[src/hdl/utf8_label_validator_defines.svh]
// assertion macros for the utf8 label validator
`ifndef UTF8_LABEL_VALIDATOR_DEFINES_SVH
`define UTF8_LABEL_VALIDATOR_DEFINES_SVH

`ifndef SYNTH
// same-cycle implication, clocked on clk, off during rst
`define ULV_ASSERT_IMP(lbl, ante, cons, msg) \
  lbl: assert property (@(posedge clk) disable iff (rst) (ante) |-> (cons)) else $error(msg);
// next-cycle implication, clocked on clk, off during rst
`define ULV_ASSERT_NXT(lbl, ante, cons, msg) \
  lbl: assert property (@(posedge clk) disable iff (rst) (ante) |=> (cons)) else $error(msg);
`else
`define ULV_ASSERT_IMP(lbl, ante, cons, msg)
`define ULV_ASSERT_NXT(lbl, ante, cons, msg)
`endif

`endif

[src/hdl/ulv_pkg.sv]
// types and constants shared by the utf8 label validator
`timescale 1ns / 1ps
`default_nettype none

package ulv_pkg;

  localparam int COUNT_BITS_DEF = 16;
  localparam int LEN_BITS = 16;
  localparam logic [LEN_BITS-1:0] MAX_LENGTH_RESET = 16'd128;

  // byte classes
  localparam logic [7:0] CTRL_LIMIT = 8'h20;
  localparam logic [7:0] DEL_BYTE = 8'h7f;
  localparam logic [7:0] ASCII_END = 8'h80;
  localparam logic [7:0] LEAD2_LO = 8'hc2;
  localparam logic [7:0] LEAD2_HI = 8'hdf;
  localparam logic [7:0] LEAD3_LO = 8'he0;
  localparam logic [7:0] LEAD3_SURR = 8'hed;
  localparam logic [7:0] LEAD3_HI = 8'hef;
  localparam logic [7:0] LEAD4_LO = 8'hf0;
  localparam logic [7:0] LEAD4_HI = 8'hf4;
  localparam logic [7:0] CONT_LO = 8'h80;
  localparam logic [7:0] CONT_HI = 8'hbf;
  localparam logic [7:0] LIM_A0 = 8'ha0;
  localparam logic [7:0] LIM_9F = 8'h9f;
  localparam logic [7:0] LIM_90 = 8'h90;
  localparam logic [7:0] LIM_8F = 8'h8f;

  typedef enum logic [2:0] {
    RULE_NONE,
    RULE_MIN_A0,
    RULE_MAX_9F,
    RULE_MIN_90,
    RULE_MAX_8F
  } rule_t;

  typedef struct packed {
    logic [7:0] text_byte;
    logic       final_byte;
  } in_word_t;

  typedef struct packed {
    logic                accepted;
    logic [LEN_BITS-1:0] label_length;
  } out_word_t;

endpackage

`default_nettype wire

[src/hdl/ulv_in_reg.sv]
// input register stage of the utf8 label validator
`timescale 1ns / 1ps
`default_nettype none

module ulv_in_reg (
  input  wire logic             clk,
  input  wire logic             rst,
  input  wire logic             in_valid,
  output logic                  in_ready,
  input  wire ulv_pkg::in_word_t in_data,
  input  wire logic             take,
  output logic                  s_valid,
  output ulv_pkg::in_word_t     s_word
);

  assign in_ready = !s_valid || take;

  always_ff @(posedge clk) begin
    if (rst) begin
      s_valid <= 1'b0;
    end else if (in_valid && in_ready) begin
      s_valid <= 1'b1;
    end else if (take) begin
      s_valid <= 1'b0;
    end
  end

  always_ff @(posedge clk) begin
    if (in_valid && in_ready) begin
      s_word <= in_data;
    end
  end

endmodule

`default_nettype wire

[src/hdl/ulv_check.sv]
// label state and per-byte utf8 check of the utf8 label validator
`timescale 1ns / 1ps
`default_nettype none

`include "utf8_label_validator_defines.svh"

module ulv_check #(
  parameter int COUNT_BITS = ulv_pkg::COUNT_BITS_DEF
) (
  input  wire logic                          clk,
  input  wire logic                          rst,
  input  wire logic                          cfg_we,
  input  wire logic [ulv_pkg::LEN_BITS-1:0]  cfg_data,
  input  wire logic                          s_valid,
  input  wire ulv_pkg::in_word_t             s_word,
  input  wire logic                          res_room,
  output logic                               take,
  output logic                               res_valid,
  output ulv_pkg::out_word_t                 res_word
);

  localparam int LB = ulv_pkg::LEN_BITS;
  localparam int WB = (COUNT_BITS > LB) ? COUNT_BITS : LB;

  logic [LB-1:0]         max_length;
  logic [1:0]            cont;
  logic [1:0]            cont_next;
  ulv_pkg::rule_t        rule;
  ulv_pkg::rule_t        rule_next;
  logic                  failed;
  logic                  failed_next;
  logic [COUNT_BITS-1:0] count;
  logic [COUNT_BITS-1:0] count_next;
  logic                  at_limit;
  logic                  byte_ok;
  logic [7:0]            b;
  logic [WB-1:0]         cnt_wide;
  logic [WB-1:0]         max_wide;
  logic                  is_final;

  assign b = s_word.text_byte;
  assign is_final = s_word.final_byte;
  assign take = s_valid && (!is_final || res_room);
  assign res_valid = s_valid && is_final && res_room;

  assign at_limit = &count;
  assign count_next = at_limit ? count : count + COUNT_BITS'(1);

  // per-byte check; state only moves on a passing byte
  always_comb begin
    byte_ok = 1'b0;
    cont_next = cont;
    rule_next = rule;
    if (cont != 2'd0) begin
      byte_ok = (b >= ulv_pkg::CONT_LO) && (b <= ulv_pkg::CONT_HI);
      case (rule)
        ulv_pkg::RULE_NONE:   ;
        ulv_pkg::RULE_MIN_A0: if (b < ulv_pkg::LIM_A0) byte_ok = 1'b0;
        ulv_pkg::RULE_MAX_9F: if (b > ulv_pkg::LIM_9F) byte_ok = 1'b0;
        ulv_pkg::RULE_MIN_90: if (b < ulv_pkg::LIM_90) byte_ok = 1'b0;
        ulv_pkg::RULE_MAX_8F: if (b > ulv_pkg::LIM_8F) byte_ok = 1'b0;
        default:              ;
      endcase
      if (byte_ok) begin
        rule_next = ulv_pkg::RULE_NONE;
        cont_next = cont - 2'd1;
      end
    end else if (b < ulv_pkg::CTRL_LIMIT || b == ulv_pkg::DEL_BYTE) begin
      byte_ok = 1'b0;
    end else if (b < ulv_pkg::ASCII_END) begin
      byte_ok = 1'b1;
    end else if (b >= ulv_pkg::LEAD2_LO && b <= ulv_pkg::LEAD2_HI) begin
      byte_ok = 1'b1;
      cont_next = 2'd1;
      rule_next = ulv_pkg::RULE_NONE;
    end else if (b >= ulv_pkg::LEAD3_LO && b <= ulv_pkg::LEAD3_HI) begin
      byte_ok = 1'b1;
      cont_next = 2'd2;
      if (b == ulv_pkg::LEAD3_LO) rule_next = ulv_pkg::RULE_MIN_A0;
      else if (b == ulv_pkg::LEAD3_SURR) rule_next = ulv_pkg::RULE_MAX_9F;
      else rule_next = ulv_pkg::RULE_NONE;
    end else if (b >= ulv_pkg::LEAD4_LO && b <= ulv_pkg::LEAD4_HI) begin
      byte_ok = 1'b1;
      cont_next = 2'd3;
      if (b == ulv_pkg::LEAD4_LO) rule_next = ulv_pkg::RULE_MIN_90;
      else if (b == ulv_pkg::LEAD4_HI) rule_next = ulv_pkg::RULE_MAX_8F;
      else rule_next = ulv_pkg::RULE_NONE;
    end
  end

  // a saturated counter or an earlier error freezes the sequence state
  assign failed_next = failed || at_limit || !byte_ok;

  assign cnt_wide = WB'(count_next);
  assign max_wide = WB'(max_length);

  always_comb begin
    res_word.accepted = !failed_next && (cont_next == 2'd0) && (cnt_wide <= max_wide);
    if (cnt_wide > WB'({LB{1'b1}})) begin
      res_word.label_length = {LB{1'b1}};
    end else begin
      res_word.label_length = cnt_wide[LB-1:0];
    end
  end

  always_ff @(posedge clk) begin
    if (rst) begin
      max_length <= ulv_pkg::MAX_LENGTH_RESET;
    end else if (cfg_we) begin
      max_length <= cfg_data;
    end
  end

  always_ff @(posedge clk) begin
    if (rst) begin
      cont <= 2'd0;
      rule <= ulv_pkg::RULE_NONE;
      failed <= 1'b0;
      count <= '0;
    end else if (take) begin
      if (is_final) begin
        cont <= 2'd0;
        rule <= ulv_pkg::RULE_NONE;
        failed <= 1'b0;
        count <= '0;
      end else begin
        count <= count_next;
        failed <= failed_next;
        if (!(failed || at_limit)) begin
          cont <= cont_next;
          rule <= rule_next;
        end
      end
    end
  end

  `ULV_ASSERT_IMP(a_final_waits, s_valid && is_final && !res_room, !take, "final word taken without room")
  `ULV_ASSERT_NXT(a_label_clear, take && is_final, count == '0 && cont == 2'd0 && !failed, "label state not cleared")
  `ULV_ASSERT_IMP(a_rule_idle, cont == 2'd0, rule == ulv_pkg::RULE_NONE, "narrowing rule outside a sequence")
  `ULV_ASSERT_NXT(a_count_sat, take && !is_final && at_limit, &count, "byte counter left saturation")

endmodule

`default_nettype wire

[src/hdl/ulv_out_reg.sv]
// result register of the utf8 label validator
`timescale 1ns / 1ps
`default_nettype none

module ulv_out_reg (
  input  wire logic               clk,
  input  wire logic               rst,
  input  wire logic               res_valid,
  input  wire ulv_pkg::out_word_t res_word,
  output logic                    res_room,
  output logic                    out_valid,
  input  wire logic               out_ready,
  output ulv_pkg::out_word_t      out_data
);

  assign res_room = !out_valid || out_ready;

  always_ff @(posedge clk) begin
    if (rst) begin
      out_valid <= 1'b0;
    end else if (res_valid) begin
      out_valid <= 1'b1;
    end else if (out_ready) begin
      out_valid <= 1'b0;
    end
  end

  always_ff @(posedge clk) begin
    if (res_valid) begin
      out_data <= res_word;
    end
  end

endmodule

`default_nettype wire

[src/hdl/utf8_label_validator.sv]
// top level of the utf8 label validator
//
// channel   direction  handshake            word
// input     in         in_valid / in_ready  in_data: text_byte, final_byte
// result    out        out_valid/out_ready  out_data: accepted, label_length
// config    in         cfg_we               cfg_data: max_length
//
// one byte per cycle unless a final byte waits for room; each result is registered
// the check and length compare sit between the input register and the result register
// a stalled result blocks the input only once a final byte waits in the input register
// rst is synchronous: clears label state and sets max_length to 128
`timescale 1ns / 1ps
`default_nettype none

module utf8_label_validator #(
  parameter int COUNT_BITS = ulv_pkg::COUNT_BITS_DEF
) (
  input  wire logic                         clk,
  input  wire logic                         rst,
  input  wire logic                         cfg_we,
  input  wire logic [ulv_pkg::LEN_BITS-1:0] cfg_data,
  input  wire logic                         in_valid,
  output logic                              in_ready,
  input  wire ulv_pkg::in_word_t            in_data,
  output logic                              out_valid,
  input  wire logic                         out_ready,
  output ulv_pkg::out_word_t                out_data
);

  logic               take;
  logic               s_valid;
  ulv_pkg::in_word_t  s_word;
  logic               res_room;
  logic               res_valid;
  ulv_pkg::out_word_t res_word;

  ulv_in_reg u_in (
    .clk      (clk),
    .rst      (rst),
    .in_valid (in_valid),
    .in_ready (in_ready),
    .in_data  (in_data),
    .take     (take),
    .s_valid  (s_valid),
    .s_word   (s_word)
  );

  ulv_check #(
    .COUNT_BITS (COUNT_BITS)
  ) u_check (
    .clk       (clk),
    .rst       (rst),
    .cfg_we    (cfg_we),
    .cfg_data  (cfg_data),
    .s_valid   (s_valid),
    .s_word    (s_word),
    .res_room  (res_room),
    .take      (take),
    .res_valid (res_valid),
    .res_word  (res_word)
  );

  ulv_out_reg u_out (
    .clk       (clk),
    .rst       (rst),
    .res_valid (res_valid),
    .res_word  (res_word),
    .res_room  (res_room),
    .out_valid (out_valid),
    .out_ready (out_ready),
    .out_data  (out_data)
  );

endmodule

`default_nettype wire
[config.mk]
export PLATFORM = sky130hd
export DESIGN_NAME = utf8_label_validator
export DESIGN_NICKNAME = d
export VERILOG_FILES = /design/src/hdl/ulv_pkg.sv /design/src/hdl/ulv_in_reg.sv /design/src/hdl/ulv_check.sv /design/src/hdl/ulv_out_reg.sv /design/src/hdl/utf8_label_validator.sv
export VERILOG_INCLUDE_DIRS = /design/src /design/src/hdl
export SDC_FILE = /design/constraint.sdc
export NUM_CORES = 1
export LEC_CHECK = 0
export BUFFER_PORTS_ARGS = -buffer_cell sky130_fd_sc_hd__buf_2
export CAP_MARGIN = 20
export CORE_ASPECT_RATIO = 0.6
export CORE_MARGIN = 1.5
export CORE_UTILIZATION = 51
export DETAILED_ROUTE_END_ITERATION = 6
export PLACE_DENSITY = 0.85
export SETUP_SLACK_MARGIN = 0.4
export SKIP_CTS_REPAIR_TIMING = 1
export SLEW_MARGIN = 15
export SYNTH_ARGS = -nofsm -noshare
export SYNTH_HDL_FRONTEND = slang
export SYNTH_SLANG_ARGS = --single-unit
[constraint.sdc]
create_clock -name clk -period 2.5 [get_ports clk]
set_input_delay 0 -clock clk [delete_from_list [all_inputs] [get_ports clk]]
set_output_delay 0 -clock clk [all_outputs]
set_load 0.05 [all_outputs]
* Word-level counts from Yosys, hierarchy flattened *
Index checks and enable logic that the tools add are counted.

word-level totals
  word-level logic and storage cells = 112
  input port bits = 30
  flip-flop bits (word level) = 66

cells by class
  reduce and logical (&&, ||, !) cells = 29
  magnitude comparators = 16
  eq/ne operators = 13
  add/subtract/negate cells = 2
  multiplexer cells = 41

operator list
  cell                   count
  $mux 3                 12
  $eq 8x8->1 const B     4
  $ge 8x8->1 const B     4
  $le 8x8->1 const B     4
  $mux 16                2
  $lt 8x8->1 const B     3
  $mux 2                 10
  $add 16x1->16 const B  1
  $gt 16x16->1 const B   1
  $gt 8x8->1 const B     2
  $le 16x16->1           1
  $mux 1                 16
  $reduce_and 16->1      1
  $logic_and 1x1->1      10
  $eq 8x7->1 const B     1
  $lt 8x6->1 const B     1
  $eq 3x2->1 const B     2
  $logic_or 1x1->1       6
  $ne 3x2->1 const B     2
  $reduce_and 6->1       1
  $reduce_bool 2->1      3
  $logic_not 1->1        5
  $reduce_bool 5->1      1
  $pmux 1 s4             1
  7 further kinds        7

* Depth between registers and ports, before layout *
  depth in word-level cells = 13
  gate-level depth with buffers = 13

* Cells and area by module *
Synthesis repeated with hierarchy kept, for this count alone.

second synthesis, totals
  cells, all modules = 345
  area total of the unflattened synthesis = 3404.5 um^2

by module, submodules not included
  module       times used  area each (um^2)  seq. area each (um^2)  cells an instance
  ulv_check    1           2522.4            760.7                  310
  ulv_out_reg  1           556.8             530.5                  21
  ulv_in_reg   1           325.3             290.3                  14

* Worst setup path after synthesis *
Ideal clock, no wire load.

  path type = flip-flop to flip-flop
  from = reg u_check.count[0]
  to = reg u_out.out_data[16] (netlist name)
  stages on the path, launching flop included = 12
  path buffers = 1
  data arrival time = 2.559 ns
  setup slack = -0.235 ns
  setup time = 0.176 ns
  period minus slack after synthesis = 2.735 ns
  path through = dfxtp_1 ha_1 buf_2 nand3_2 or3_1 mux2_2 ha_1 a21oi_1 nand2_1 a221oi_1 a21oi_1 nor4_1

RTL lines
  element                 RTL line          RTL
  start, declared         ulv_check.sv:32   logic [COUNT_BITS-1:0] count;
  start signal, assigned  ulv_check.sv:127  count <= count_next;

==> impl_results.md <==
* Status: finished, violations left
* Failing checks: negative hold slack, negative setup slack
* Vias per cell at just over 6
* CTS Buffer Depth at 2
* Post-synthesis cell count at 344
* R2R Setup Slk at -0.37 ns
* Synthesized area at 3360 um2
* GRT busiest layer: met2
* Share of cells above drive strength 1 at 33.5%
* Skew final at 0.0126 ns
* Vias in the first global route at 2857
* Die area at 7110 um2
* Placed Instances at about 510
* MaxCap Viol Count at 0
* Static Leakage at 2.03 nW
* Min-delay src: out_ready
* Synth Warn # at 0
* Top-area cell type share of the netlist area at 23.8%
* Avg WL per Cell at 19.5 um
* Hold slack final at -0.00243 ns
* Worst setup SP type: register
* CTS Root Cell: clkbuf_8
* # H-tree levels at 3
* Synth area leaders: dfxtp_1 (24%), edfxtp_1 (23%), ha_1 (6.7%)
* Starting Density at 53.8%
* Yosys reg bits at between 60 and 70
* Nets at 524
* Max-slew violations at 0
* Global route overflow at 0
* DRC at 0
* Row cnt at 22
* Cell taking the most area after synthesis: dfxtp_1
* 1st-iter DRT viols at around 530
* Post-synth EDFFs at 26
* First-pass GRT wire length at 13600 um
* Final Hold Viols at 1
* Crit Path Class: register to register
* Syn Area/Cell at 9.78 um2
* Gr usage total at 25.9%
* Area grow syn2layout at 39.3%
* GRT met1 Usage at 33.7%
* Crit path required time at approximately 2.6 ns
* Initial antenna violation count at 0
* Die width at 108 um
* Final ANT Viol Nets at 0
* CTS Buf Count at 9
* Setup_tns at -0.373 ns
* Worst setup EP type: register
* Worst reg-to-reg path cell count at 12
* Relative slew slack at a little over half
* Top cells by count, synth: dfxtp_1 (40), nor2_1 (34), edfxtp_1 (26), inv_1 (26), nand2_1 (25)
* Routability congestion estimate at 0.973
* Actual slew at the worst max-slew pin at 0.691 ns
* Non-filler cells, final at 565
* Met3 Use GR at 9.36%
* # IOs at 49
* CTS tree: built
* Worst Path Max Fanout at 5
* PortBufs at 48
* Die Y at 65.9 um
* # setup viols final at 1
* CORE AREA at roughly 6200 um2
* Clk sinks at 66
* Tmin final at 2.87 ns
* Crit path DAT at 2.98 ns
* PD cells at slightly below 500 nW/um2
* Worst hold path endpoint: u_out.out_valid
* Netlist cell types at 56
* RSZ-0062 raised after global routing: true
* Worst setup margin at -0.373 ns
* Clk_lat worst skew at 0.36 ns
* Sequential area share after synthesis at between 40% and 50%
* Ant. Diodes at 0
* Syn Nets at 392
* Asr flop ratio synth at 0%
* CTS clk-pin slew, worst paths at 0.07 ns
* Initial DRT Pass Iterations at 7
* HPWL after DPL at 6370 um
* HP Class: primary input to register
* Worst IR Drop VDD at 0.362 mV
* Grt met2 use at 38.5%
* Largest net degree at the start of global routing at 30
* Primary FF master, synth: dfxtp_1
* Final Cycle Share at 115%
* Via count at 3440
* WL final at 11000 um
* R2r endpoint: u_out.out_data[16]
* Hold-critical path depth at 4
* FMAX at 348 MHz
* Total power at 0.00229 W
* Place WS at -0.187 ns
* RR Startpoint: u_check.count[3]
* Cell with the most instances after synthesis: dfxtp_1
state kept, by name, summed over array words and instances, names as in the netlist:
register / count
u_check.count: 16
u_check.cont: 2
u_out.out_data: 17
u_check.max_length: 16
u_in.s_word: 9
u_out.out_valid: 1
u_in.s_valid: 1
u_check.rule: 3
u_check.failed: 1
worst max-delay path by stage:
stage	startpoint	end	slack, ns	depth (start not counted)
CTS	u_check.count[9]	u_out.out_data[16]	-0.22	11
detailed placement	u_check.count[5]	u_out.out_data[16]	-0.19	11
finish	u_check.count[3]	u_out.out_data[16]	-0.37	12
floorplan	u_check.count[7]	u_out.out_data[16]	-0.02	11
global placement	u_check.count[9]	u_out.out_data[16]	-0.09	10
global route	u_check.count[12]	u_out.out_data[16]	-0.53	12
worst max-delay path, stage by stage, from the launching register on:
cell	delay, ns
dfxtp_1	0.34
and4_4	0.28
nand4_1	0.13
buf_4	0.19
a21oi_4	0.23
nand2_2	0.12
xnor2_2	0.16
ha_1	0.34
nand4_1	0.28
nor2_1	0.23
a21oi_1	0.10
a21oi_1	0.16
nor4_1	0.06
cells by family after synthesis:
logic type,share of synthesized area [%]
compound gates,16.0
fa+ha+maj,6.70
flops,47.0
mux,5.43
simple gates,16.7
xor+xnor,3.39
buf+inv,4.84
layer usage:
| layer | part of all wire (%) | wire (um) |
|---|---|---|
| met5 | 0 | 0 |
| met4 | 6.0 | 660 |
| met3 | 13 | 1380 |
| met2 | 43 | 4730 |
| met1 | 38 | 4220 |
cell usage in the layout, fill, tap and decap left out, types with 5 or more instances in the layout:
master,instances
dfxtp_1,31
nor2_1,33
nand4_1,11
a21oi_1,17
dlygate4sd3_1,26
a22o_1,5
nand2_1,24
dfxtp_2,7
mux2i_1,16
buf_2,48
ha_1,16
a31oi_1,5
o21a_1,5
inv_1,26
buf_4,60
xnor2_1,8
edfxtp_1,26
nand3_1,8
o21ai_0,17
clkbuf_8,9
through the flow:
step	cell area [um2]	hold WS, ns	util [%]
floorplan	3420	0.0989	-
global placement	4050	0.176	64.8
detailed placement	4050	0.179	64.8
CTS	4230	-0.204	67.7
global route	4680	0.0348	75.0
finish	4680	-0.00243	75.0
cell type report:
class	instances	area (um2)
clock buffer	12	135
fill	394	1560
tap	84	105
sequential	66	1600
clock inverter	4	43.8
timing repair buffer	134	951
inverter	26	97.6
multi-input combinational	239	1750
report_power, final:
group	switching, W	internal, W	total [W]
Combinational	0.000149	0.000110	0.000259
Clock	0.000397	0.000455	0.000851
Sequential	0.0000288	0.00115	0.00118
No activity file was read; power rests on OpenSTA's default activity.
